<file path="src/rtl/pid_speed_controller_core_macros.svh">
// ---------------------------------------------------------------------------
// PID speed controller assertion macros
// Concurrent assertion helpers, clocked on clk and disabled while rst_n is low.
// ---------------------------------------------------------------------------
`ifndef PID_SPEED_CONTROLLER_CORE_MACROS_SVH
`define PID_SPEED_CONTROLLER_CORE_MACROS_SVH

// Same-cycle implication.
`define PSC_ASSERT_IMPL(label, ante, cons) \
    label: assert property (@(posedge clk) disable iff (!rst_n) (ante) |-> (cons)) \
        else $error("pid_speed_controller_core: same-cycle check failed");

// Next-cycle implication.
`define PSC_ASSERT_NEXT(label, ante, cons) \
    label: assert property (@(posedge clk) disable iff (!rst_n) (ante) |=> (cons)) \
        else $error("pid_speed_controller_core: next-cycle check failed");

`endif

</file>
<file path="src/rtl/psc_pkg.sv">
`timescale 1ns / 1ps
// ---------------------------------------------------------------------------
// PID speed controller package
// Shared types, register map codes and reset values.
// ---------------------------------------------------------------------------
package psc_pkg;

    localparam logic [2:0] REG_SETPOINT       = 3'd0;
    localparam logic [2:0] REG_PROP_GAIN      = 3'd1;
    localparam logic [2:0] REG_INTEG_GAIN     = 3'd2;
    localparam logic [2:0] REG_DERIV_GAIN     = 3'd3;
    localparam logic [2:0] REG_INTEGRAL_LIMIT = 3'd4;
    localparam logic [2:0] REG_DRIVE_LIMIT    = 3'd5;

    localparam logic signed [15:0] SETPOINT_RST       = 16'sd0;
    localparam logic [15:0]        PROP_GAIN_RST      = 16'd4096;
    localparam logic [15:0]        INTEG_GAIN_RST     = 16'd410;
    localparam logic [15:0]        DERIV_GAIN_RST     = 16'd0;
    localparam logic [14:0]        INTEGRAL_LIMIT_RST = 15'd5120;
    localparam logic [14:0]        DRIVE_LIMIT_RST    = 15'd25600;

    localparam logic signed [16:0] FILT_NEW_WEIGHT = 17'sd179;
    localparam logic signed [16:0] FILT_OLD_WEIGHT = 17'sd77;

    typedef struct packed {
        logic signed [15:0] setpoint;
        logic [15:0]        prop_gain;
        logic [15:0]        integ_gain;
        logic [15:0]        deriv_gain;
        logic [14:0]        integral_limit;
        logic [14:0]        drive_limit;
    } psc_cfg_t;

    typedef enum logic [2:0] {
        MSEL_PROP     = 3'd0,
        MSEL_INTEG    = 3'd1,
        MSEL_DERIV    = 3'd2,
        MSEL_FILT_NEW = 3'd3,
        MSEL_FILT_OLD = 3'd4
    } psc_msel_t;

    typedef enum logic [1:0] {
        ACC_HOLD = 2'd0,
        ACC_LOAD = 2'd1,
        ACC_ADD  = 2'd2
    } psc_acc_op_t;

    typedef struct packed {
        logic        capture;
        psc_msel_t   msel;
        psc_acc_op_t acc_op;
        logic        raw_latch;
        logic        finish;
    } psc_cmd_t;

endpackage

</file>
<file path="src/rtl/pid_speed_controller_core.sv">
`timescale 1ns / 1ps
// ---------------------------------------------------------------------------
// PID speed controller core
// Channel   Dir   Transfer on                 Payload
// s_axis    in    s_axis_tvalid & tready      tdata[15:0] measured_speed
// m_axis    out   m_axis_tvalid & tready      tdata[15:0] drive, tuser[0] at_limit
// apb       in    psel & penable & pwrite     six 32-bit registers at 4*i
//
// Each sample runs from the capture in idle through eight steps on the
// shared 17x25 multiplier and accumulator to the done state, where the
// result is written out; a new sample is taken only back in idle.
// The result is registered as the done state writes it out.
// The next sample is accepted while a result still waits; its own result is
// held in the done state until the waiting one has been taken.
// Reset restores the register defaults and the first-sample bypass of the filter.
// ---------------------------------------------------------------------------
module pid_speed_controller_core
    import psc_pkg::*;
(
    input  logic        clk,
    input  logic        rst_n,
    input  logic        s_axis_tvalid,
    output logic        s_axis_tready,
    input  logic [15:0] s_axis_tdata,   // [15:0] measured_speed
    output logic        m_axis_tvalid,
    input  logic        m_axis_tready,
    output logic [15:0] m_axis_tdata,   // [15:0] drive
    output logic [0:0]  m_axis_tuser,   // [0] at_limit
    input  logic        psel,
    input  logic        penable,
    input  logic        pwrite,
    input  logic [4:0]  paddr,
    input  logic [31:0] pwdata,
    output logic [31:0] prdata,
    output logic        pready
);

    psc_cfg_t           cfg;
    psc_cmd_t           cmd;
    logic signed [15:0] drive;
    logic               at_limit;

    psc_regs u_regs (
        .clk     (clk),
        .rst_n   (rst_n),
        .psel    (psel),
        .penable (penable),
        .pwrite  (pwrite),
        .paddr   (paddr),
        .pwdata  (pwdata),
        .prdata  (prdata),
        .pready  (pready),
        .cfg     (cfg)
    );

    psc_dp u_dp (
        .clk            (clk),
        .rst_n          (rst_n),
        .cfg            (cfg),
        .cmd            (cmd),
        .measured_speed ($signed(s_axis_tdata)),
        .drive          (drive),
        .at_limit       (at_limit)
    );

    psc_ctrl u_ctrl (
        .clk       (clk),
        .rst_n     (rst_n),
        .in_valid  (s_axis_tvalid),
        .in_ready  (s_axis_tready),
        .out_valid (m_axis_tvalid),
        .out_ready (m_axis_tready),
        .cmd       (cmd)
    );

    assign m_axis_tdata    = drive;
    assign m_axis_tuser[0] = at_limit;

endmodule

</file>
<file path="src/rtl/psc_regs.sv">
`timescale 1ns / 1ps
// ---------------------------------------------------------------------------
// PID speed controller register file
// APB-style configuration registers for setpoint, gains and limits.
// ---------------------------------------------------------------------------
module psc_regs
    import psc_pkg::*;
(
    input  logic        clk,
    input  logic        rst_n,
    input  logic        psel,
    input  logic        penable,
    input  logic        pwrite,
    input  logic [4:0]  paddr,
    input  logic [31:0] pwdata,
    output logic [31:0] prdata,
    output logic        pready,
    output psc_cfg_t    cfg
);

    psc_cfg_t   cfg_reg;
    psc_cfg_t   cfg_next;
    logic       wr_en;
    logic [2:0] reg_idx;

    assign pready  = 1'b1;
    assign wr_en   = psel && penable && pwrite && pready;
    assign reg_idx = paddr[4:2];
    assign cfg     = cfg_reg;

    always_comb
    begin
        cfg_next = cfg_reg;
        if (wr_en)
        begin
            unique case (reg_idx)
                REG_SETPOINT:       cfg_next.setpoint       = $signed(pwdata[15:0]);
                REG_PROP_GAIN:      cfg_next.prop_gain      = pwdata[15:0];
                REG_INTEG_GAIN:     cfg_next.integ_gain     = pwdata[15:0];
                REG_DERIV_GAIN:     cfg_next.deriv_gain     = pwdata[15:0];
                REG_INTEGRAL_LIMIT: cfg_next.integral_limit = pwdata[14:0];
                REG_DRIVE_LIMIT:    cfg_next.drive_limit    = pwdata[14:0];
                default:            cfg_next = cfg_reg;
            endcase
        end
    end

    always_comb
    begin
        unique case (reg_idx)
            REG_SETPOINT:       prdata = {{16{cfg_reg.setpoint[15]}}, cfg_reg.setpoint};
            REG_PROP_GAIN:      prdata = {16'd0, cfg_reg.prop_gain};
            REG_INTEG_GAIN:     prdata = {16'd0, cfg_reg.integ_gain};
            REG_DERIV_GAIN:     prdata = {16'd0, cfg_reg.deriv_gain};
            REG_INTEGRAL_LIMIT: prdata = {17'd0, cfg_reg.integral_limit};
            REG_DRIVE_LIMIT:    prdata = {17'd0, cfg_reg.drive_limit};
            default:            prdata = 32'd0;
        endcase
    end

    always_ff @(posedge clk or negedge rst_n)
    begin
        if (!rst_n)
        begin
            cfg_reg.setpoint       <= SETPOINT_RST;
            cfg_reg.prop_gain      <= PROP_GAIN_RST;
            cfg_reg.integ_gain     <= INTEG_GAIN_RST;
            cfg_reg.deriv_gain     <= DERIV_GAIN_RST;
            cfg_reg.integral_limit <= INTEGRAL_LIMIT_RST;
            cfg_reg.drive_limit    <= DRIVE_LIMIT_RST;
        end
        else
        begin
            cfg_reg <= cfg_next;
        end
    end

endmodule

</file>
<file path="src/rtl/psc_dp.sv">
`timescale 1ns / 1ps
// ---------------------------------------------------------------------------
// PID speed controller datapath
// Error and integral update, one shared multiplier, accumulator, filter and
// output saturation, driven step by step by the controller.
// ---------------------------------------------------------------------------
module psc_dp
    import psc_pkg::*;
(
    input  logic               clk,
    input  logic               rst_n,
    input  psc_cfg_t           cfg,
    input  psc_cmd_t           cmd,
    input  logic signed [15:0] measured_speed,
    output logic signed [15:0] drive,
    output logic               at_limit
);

    logic signed [15:0] integral_reg;
    logic signed [15:0] integral_next;
    logic signed [16:0] prev_err_reg;
    logic signed [16:0] prev_err_next;
    logic signed [17:0] diff_reg;
    logic signed [17:0] diff_next;
    logic signed [15:0] filt_reg;
    logic signed [15:0] filt_next;
    logic               first_reg;
    logic               first_next;
    logic signed [41:0] prod_reg;
    logic signed [41:0] prod_next;
    logic signed [37:0] acc_reg;
    logic signed [37:0] acc_next;
    logic signed [24:0] raw_reg;
    logic signed [24:0] raw_next;
    logic signed [15:0] drive_reg;
    logic signed [15:0] drive_next;
    logic               at_limit_reg;
    logic               at_limit_next;

    logic signed [16:0] err_c;
    logic signed [17:0] isum_c;
    logic signed [17:0] ilim_c;
    logic signed [16:0] mul_a;
    logic signed [24:0] mul_b;
    logic signed [24:0] val_c;
    logic signed [24:0] dlim_c;
    logic signed [24:0] sat_c;

    // The error of the current sample is held in prev_err_reg once captured.
    assign err_c  = $signed({cfg.setpoint[15], cfg.setpoint})
                  - $signed({measured_speed[15], measured_speed});
    assign isum_c = $signed({{2{integral_reg[15]}}, integral_reg}) + $signed({err_c[16], err_c});
    assign ilim_c = $signed({3'b000, cfg.integral_limit});

    always_comb
    begin
        priority if (isum_c > ilim_c)
            integral_next = ilim_c[15:0];
        else if (isum_c < -ilim_c)
            integral_next = 16'(-ilim_c);
        else
            integral_next = isum_c[15:0];
    end

    assign prev_err_next = cmd.capture ? err_c : prev_err_reg;
    assign diff_next     = cmd.capture
                         ? $signed({err_c[16], err_c}) - $signed({prev_err_reg[16], prev_err_reg})
                         : diff_reg;

    always_comb
    begin
        unique case (cmd.msel)
            MSEL_PROP:
            begin
                mul_a = $signed({1'b0, cfg.prop_gain});
                mul_b = 25'(prev_err_reg);
            end
            MSEL_INTEG:
            begin
                mul_a = $signed({1'b0, cfg.integ_gain});
                mul_b = 25'(integral_reg);
            end
            MSEL_DERIV:
            begin
                mul_a = $signed({1'b0, cfg.deriv_gain});
                mul_b = 25'(diff_reg);
            end
            MSEL_FILT_NEW:
            begin
                mul_a = FILT_NEW_WEIGHT;
                mul_b = raw_reg;
            end
            MSEL_FILT_OLD:
            begin
                mul_a = FILT_OLD_WEIGHT;
                mul_b = 25'(filt_reg);
            end
            default:
            begin
                mul_a = '0;
                mul_b = '0;
            end
        endcase
    end

    assign prod_next = mul_a * mul_b;

    always_comb
    begin
        unique case (cmd.acc_op)
            ACC_LOAD: acc_next = prod_reg[37:0];
            ACC_ADD:  acc_next = acc_reg + prod_reg[37:0];
            default:  acc_next = acc_reg;
        endcase
    end

    // Arithmetic shifts round toward minus infinity.
    assign raw_next = cmd.raw_latch ? acc_reg[36:12] : raw_reg;
    assign val_c    = first_reg ? raw_reg : acc_reg[32:8];
    assign dlim_c   = $signed({10'd0, cfg.drive_limit});

    always_comb
    begin
        priority if (val_c > dlim_c)
            sat_c = dlim_c;
        else if (val_c < -dlim_c)
            sat_c = -dlim_c;
        else
            sat_c = val_c;
    end

    assign filt_next     = cmd.finish ? sat_c[15:0] : filt_reg;
    assign first_next    = cmd.finish ? 1'b0 : first_reg;
    assign drive_next    = cmd.finish ? sat_c[15:0] : drive_reg;
    assign at_limit_next = cmd.finish ? (sat_c != val_c) : at_limit_reg;

    assign drive    = drive_reg;
    assign at_limit = at_limit_reg;

    always_ff @(posedge clk or negedge rst_n)
    begin
        if (!rst_n)
        begin
            integral_reg <= '0;
            prev_err_reg <= '0;
            filt_reg     <= '0;
            first_reg    <= 1'b1;
        end
        else
        begin
            if (cmd.capture)
            begin
                integral_reg <= integral_next;
            end
            prev_err_reg <= prev_err_next;
            filt_reg     <= filt_next;
            first_reg    <= first_next;
        end
    end

    always_ff @(posedge clk)
    begin
        diff_reg     <= diff_next;
        prod_reg     <= prod_next;
        acc_reg      <= acc_next;
        raw_reg      <= raw_next;
        drive_reg    <= drive_next;
        at_limit_reg <= at_limit_next;
    end

endmodule

</file>
<file path="src/rtl/psc_ctrl.sv">
`timescale 1ns / 1ps
`include "pid_speed_controller_core_macros.svh"
// ---------------------------------------------------------------------------
// PID speed controller sequencer
// One-hot state machine that steps the datapath through one sample and owns
// the input ready and the output valid.
// ---------------------------------------------------------------------------
module psc_ctrl
    import psc_pkg::*;
(
    input  logic     clk,
    input  logic     rst_n,
    input  logic     in_valid,
    output logic     in_ready,
    output logic     out_valid,
    input  logic     out_ready,
    output psc_cmd_t cmd
);

    typedef enum logic [9:0] {
        S_IDLE = 10'b00_0000_0001,
        S_MP   = 10'b00_0000_0010,
        S_MI   = 10'b00_0000_0100,
        S_MD   = 10'b00_0000_1000,
        S_ACC  = 10'b00_0001_0000,
        S_RAW  = 10'b00_0010_0000,
        S_F1   = 10'b00_0100_0000,
        S_F2   = 10'b00_1000_0000,
        S_FACC = 10'b01_0000_0000,
        S_DONE = 10'b10_0000_0000
    } psc_state_t;

    psc_state_t state_reg;
    psc_state_t state_next;
    logic       m_valid_reg;
    logic       m_valid_next;
    logic       out_free;

    assign in_ready  = (state_reg == S_IDLE);
    assign out_valid = m_valid_reg;
    assign out_free  = !m_valid_reg || out_ready;

    always_comb
    begin
        state_next  = state_reg;
        cmd.capture   = 1'b0;
        cmd.msel      = MSEL_PROP;
        cmd.acc_op    = ACC_HOLD;
        cmd.raw_latch = 1'b0;
        cmd.finish    = 1'b0;
        unique case (state_reg)
            S_IDLE:
            begin
                if (in_valid)
                begin
                    cmd.capture = 1'b1;
                    state_next  = S_MP;
                end
            end
            S_MP:
            begin
                cmd.msel   = MSEL_PROP;
                state_next = S_MI;
            end
            S_MI:
            begin
                cmd.msel   = MSEL_INTEG;
                cmd.acc_op = ACC_LOAD;
                state_next = S_MD;
            end
            S_MD:
            begin
                cmd.msel   = MSEL_DERIV;
                cmd.acc_op = ACC_ADD;
                state_next = S_ACC;
            end
            S_ACC:
            begin
                cmd.acc_op = ACC_ADD;
                state_next = S_RAW;
            end
            S_RAW:
            begin
                cmd.raw_latch = 1'b1;
                state_next    = S_F1;
            end
            S_F1:
            begin
                cmd.msel   = MSEL_FILT_NEW;
                state_next = S_F2;
            end
            S_F2:
            begin
                cmd.msel   = MSEL_FILT_OLD;
                cmd.acc_op = ACC_LOAD;
                state_next = S_FACC;
            end
            S_FACC:
            begin
                cmd.acc_op = ACC_ADD;
                state_next = S_DONE;
            end
            S_DONE:
            begin
                if (out_free)
                begin
                    cmd.finish = 1'b1;
                    state_next = S_IDLE;
                end
            end
            default:
            begin
                state_next = S_IDLE;
            end
        endcase
    end

    always_comb
    begin
        m_valid_next = m_valid_reg;
        if (out_ready)
        begin
            m_valid_next = 1'b0;
        end
        if (cmd.finish)
        begin
            m_valid_next = 1'b1;
        end
    end

    always_ff @(posedge clk or negedge rst_n)
    begin
        if (!rst_n)
        begin
            state_reg   <= S_IDLE;
            m_valid_reg <= 1'b0;
        end
        else
        begin
            state_reg   <= state_next;
            m_valid_reg <= m_valid_next;
        end
    end

    // A finished result never overwrites one that is still waiting.
    `PSC_ASSERT_IMPL(a_no_overwrite, cmd.finish, !m_valid_reg || out_ready)
    `PSC_ASSERT_NEXT(a_accept_starts, in_valid && in_ready, state_reg == S_MP)
    `PSC_ASSERT_NEXT(a_finish_shows, cmd.finish, m_valid_reg && state_reg == S_IDLE)

endmodule

</file>
<file path="config.mk">
export PLATFORM = sky130hd
export DESIGN_NAME = pid_speed_controller_core
export DESIGN_NICKNAME = d
export VERILOG_FILES = /design/src/rtl/psc_pkg.sv /design/src/rtl/pid_speed_controller_core.sv /design/src/rtl/psc_regs.sv /design/src/rtl/psc_dp.sv /design/src/rtl/psc_ctrl.sv
export VERILOG_INCLUDE_DIRS = /design/src /design/src/rtl
export SDC_FILE = /design/constraint.sdc
export NUM_CORES = 2
export LEC_CHECK = 0
export ABC_CLOCK_PERIOD_IN_PS = 10900
export BUFFER_PORTS_ARGS = -buffer_cell sky130_fd_sc_hd__buf_4
export CORE_ASPECT_RATIO = 2
export CORE_UTILIZATION = 35
export CTS_CLUSTER_SIZE = 20
export DETAILED_ROUTE_END_ITERATION = 10
export PLACE_DENSITY_LB_ADDON = 0.05
export SYNTH_ARGS = -nofsm -noshare
export SYNTH_HDL_FRONTEND = slang
export SYNTH_SLANG_ARGS = --single-unit
</file>
<file path="constraint.sdc">
create_clock -name clk -period 10.9 [get_ports clk]
set_clock_uncertainty 0.05 [all_clocks]
set_input_delay 1.09 -clock clk [delete_from_list [all_inputs] [get_ports clk]]
set_output_delay 1.09 -clock clk [all_outputs]
set_load 0.02 [all_outputs]
</file>
==> impl_metrics.ini <==
[sta]
peak_freq_mhz = 106
timing.final.crit_share_pct = 86.5
max_slew_vio_count = 0
final_hold_viol_count = 0
period_minus_slack_ns = 9.43
final_number_of_setup_violating_endpoints = 0
max-slew-margin-rel_pct = 22.6
whs_ns = 0.398
timing_worst_slew_pin_value_ns = 1.15
rsz0062_at_grt = no
tns_ns = 0

[synthesis]
count_of_distinct_cell_types_in_the_synthesized_netlist = 82
synthesis.area_um2 = 32100
syn-num-nets = 4169
synth-seq-cells = 289
synthesis.instances = 3500
synth-edff-count = 97
dominant_synthesized_flop_cell = sky130_fd_sc_hd__dfrtp_1
yosysSeqAreaShare_pct = 23.5
synth-async-reset-ratio_pct = 53.6
yosysWarnings = 0
mean_instance_size_in_the_synthesized_netlist_um2 = 9.18

[clocking]
post_cts_resized = 0
worst_setup_hold_path_clk_slew_ns = 0.07
cts_buffers = 34
cts_sinks = 289
h-tree-depth = 2
tritoncts = yes
cts_setup_buffers = 0
cts_hold_buf = 0
clk_latency_worst_skew_pair_ns = 0.60
ctsLongestPathBuffers = 3
root_buffer = sky130_fd_sc_hd__clkbuf_16

[setup_path]
reg2reg_slack_ns = 1.47
timing.critical_path.to_type = flop
crit_path_max_fanout = 33
cp.arrival_ns = 9.86
worst_ep_required_time_ns = 11.34
regToRegEndpoint = u_dp.prod_reg[25]
criticalPathCategory = flop to flop
worst_setup_path_start_kind = flop
reg2reg_from = u_ctrl.state_reg[7]
worst_r2r_path_depth = 27

[layout]
layout.cells.non_filler = 4756
fin_nets = 4214
n_antenna_cell = 0
layout_commonest_cell = sky130_fd_sc_hd__inv_1
final_layout_size_suffix_gt1_share_pct = 11.1
synthToLayoutAreaGrowth_pct = 10.3
max_reg_flops = 94
most_frequent_cells_in_the_layout = sky130_fd_sc_hd__inv_1, sky130_fd_sc_hd__nand2_1, sky130_fd_sc_hd__fa_1
postLayoutCoreUtil_pct = 39.1

[routing]
first_pass_iters = 8
wire_per_inst_um = 26.3
detail_route.drc_violations = 0
vias = 26100
routed_wl_mm = 125
number_of_vias_per_cell_after_detailed_routing = 5.49
drt_iter0_markers = 1568
detail-route-antenna-nets = 0

[run_status]
status = finished clean

[global_route]
grt_pass1_vias = 27800
antenna_found_initial = 1
globalRouteTotalUtil_pct = 27.1
maximum_number_of_pins_on_one_net_before_global_route_repair = 60
gr-total-overflow = 0
global_route_wire_length_before_repair_mm = 182

[floorplanning]
die_w_um = 216
core-area_um2 = 90800
io-pin-count = 112
initial_core_util_pct = 35.4
die_area_um2 = 93100
dieHeight_um = 431
floorplan.rows = 156

[place]
port_buffers = 92
globalplace.congestion = 0.897
dp_cells = 4694
hpwl_mm = 103

[min_path]
worstHoldPathType = primary input to asynchronous set/reset pin

[flow_run]
maxCapViolations = 0
## per-layer routing
metal,wire (µm),global-route usage [%],vias to the layer above
met2,69200,52.4,748
li1,-,-,11700
met4,11500,21.5,2
met3,3440,1.83,290
met5,15,0,-
met1,40900,26.0,13400
## how the worst max path moves through the flow
stage	from	end	cells after the start
6_report	u_ctrl.state_reg[7]	u_dp.prod_reg[25]	27
5_1_grt	u_ctrl.state_reg[2]	u_dp.prod_reg[33]	28
3_3_place_gp	u_ctrl.state_reg[2]	u_dp.prod_reg[33]	28
3_5_place_dp	u_ctrl.state_reg[2]	u_dp.prod_reg[33]	28
2_1_floorplan	u_ctrl.state_reg[7]	u_dp.prod_reg[36]	29
4_1_cts	u_ctrl.state_reg[2]	u_dp.prod_reg[33]	28
## cells by family after synthesis
kind of cell | synth area share [%]
other | 0.0117
AOI/OAI and AO/OA | 14.0
buffers and inverters | 8.75
adders and majority gates | 32.0
xor gates and xnor gates | 4.11
DFF | 23.5
muxes | 5.02
and+or+nand+nor | 12.6
## critical path, stage by stage, from the launching register on
cell	delay (ns)
sky130_fd_sc_hd__dfrtp_1	0.43
sky130_fd_sc_hd__nor4_1	0.54
sky130_fd_sc_hd__nand2_1	0.31
sky130_fd_sc_hd__nor3_4	0.47
sky130_fd_sc_hd__buf_4	0.46
sky130_fd_sc_hd__o21ai_0	0.35
sky130_fd_sc_hd__a21o_1	0.62
sky130_fd_sc_hd__nand2_1	0.21
sky130_fd_sc_hd__fa_1	0.46
sky130_fd_sc_hd__fa_1	0.61
sky130_fd_sc_hd__fa_1	0.48
sky130_fd_sc_hd__fa_1	0.57
sky130_fd_sc_hd__inv_1	0.08
sky130_fd_sc_hd__fa_1	0.49
sky130_fd_sc_hd__inv_1	0.05
sky130_fd_sc_hd__fa_1	0.48
sky130_fd_sc_hd__inv_1	0.04
sky130_fd_sc_hd__ha_1	0.36
sky130_fd_sc_hd__a21oi_1	0.38
sky130_fd_sc_hd__nand2_1	0.10
sky130_fd_sc_hd__inv_1	0.08
sky130_fd_sc_hd__o311ai_0	0.18
sky130_fd_sc_hd__a31oi_1	0.38
sky130_fd_sc_hd__o211ai_1	0.18
sky130_fd_sc_hd__a221oi_1	0.46
sky130_fd_sc_hd__o21bai_1	0.12
sky130_fd_sc_hd__a21oi_1	0.20
sky130_fd_sc_hd__xnor2_1	0.15
## through the flow
step	area (µm²)	worst slack, ns
2_1_floorplan	32100	2.99
3_3_place_gp	34300	1.50
3_5_place_dp	34300	1.49
4_1_cts	35400	1.42
5_1_grt	35400	1.00
6_report	35400	1.47
## Yosys cell counts (10+ instances only)
cell type	count	area, µm²
sky130_fd_sc_hd__mux2_2	122	1370
sky130_fd_sc_hd__o211ai_1	14	105
sky130_fd_sc_hd__and3_1	10	62.6
sky130_fd_sc_hd__fa_1	357	7150
sky130_fd_sc_hd__a22oi_1	52	390
sky130_fd_sc_hd__inv_1	580	2180
sky130_fd_sc_hd__o21a_1	24	180
sky130_fd_sc_hd__dfstp_2	13	342
sky130_fd_sc_hd__buf_1	12	45.0
sky130_fd_sc_hd__a211oi_1	32	240
sky130_fd_sc_hd__buf_4	16	120
sky130_fd_sc_hd__a211o_1	22	193
sky130_fd_sc_hd__or2_2	10	62.6
sky130_fd_sc_hd__o21bai_1	23	173
sky130_fd_sc_hd__ha_1	252	3150
sky130_fd_sc_hd__nor2b_1	18	113
sky130_fd_sc_hd__a21oi_1	132	661
sky130_fd_sc_hd__nand4_1	24	150
sky130_fd_sc_hd__a221oi_1	11	96.3
sky130_fd_sc_hd__nor3_1	43	215
sky130_fd_sc_hd__dfxtp_1	37	741
sky130_fd_sc_hd__or3_1	15	93.8
sky130_fd_sc_hd__mux2i_1	23	230
sky130_fd_sc_hd__nand3_1	46	230
sky130_fd_sc_hd__xnor2_1	120	1050
sky130_fd_sc_hd__a22o_1	33	289
sky130_fd_sc_hd__and2_1	19	119
sky130_fd_sc_hd__dfrtp_1	142	3550
sky130_fd_sc_hd__xor2_1	31	272
sky130_fd_sc_hd__nor4_1	15	93.8
sky130_fd_sc_hd__nand2_1	371	1390
sky130_fd_sc_hd__nor3b_1	10	75.1
sky130_fd_sc_hd__o21ai_0	133	666
sky130_fd_sc_hd__nor2_1	281	1050
sky130_fd_sc_hd__clkbuf_1	117	439
sky130_fd_sc_hd__edfxtp_1	97	2910
sky130_fd_sc_hd__a31oi_1	16	100
sky130_fd_sc_hd__a2bb2oi_1	11	96.3
sky130_fd_sc_hd__o31ai_1	22	165
sky130_fd_sc_hd__nand2b_1	23	144
sky130_fd_sc_hd__a21o_1	62	465
## cell type report
type                       count  area [µm²]
fill                        9223       55300
clock buffer                  52        1050
timing repair buffer         159        1200
sequential                   289        7550
tap                         1185        1480
clock inverter                10         115
inverter                     582        2180
multi-input combinational   2479       21900
Power is left out: the tool's default activity adds up to more than one toggle a clock period on the data nets, which glitch-free logic cannot reach.
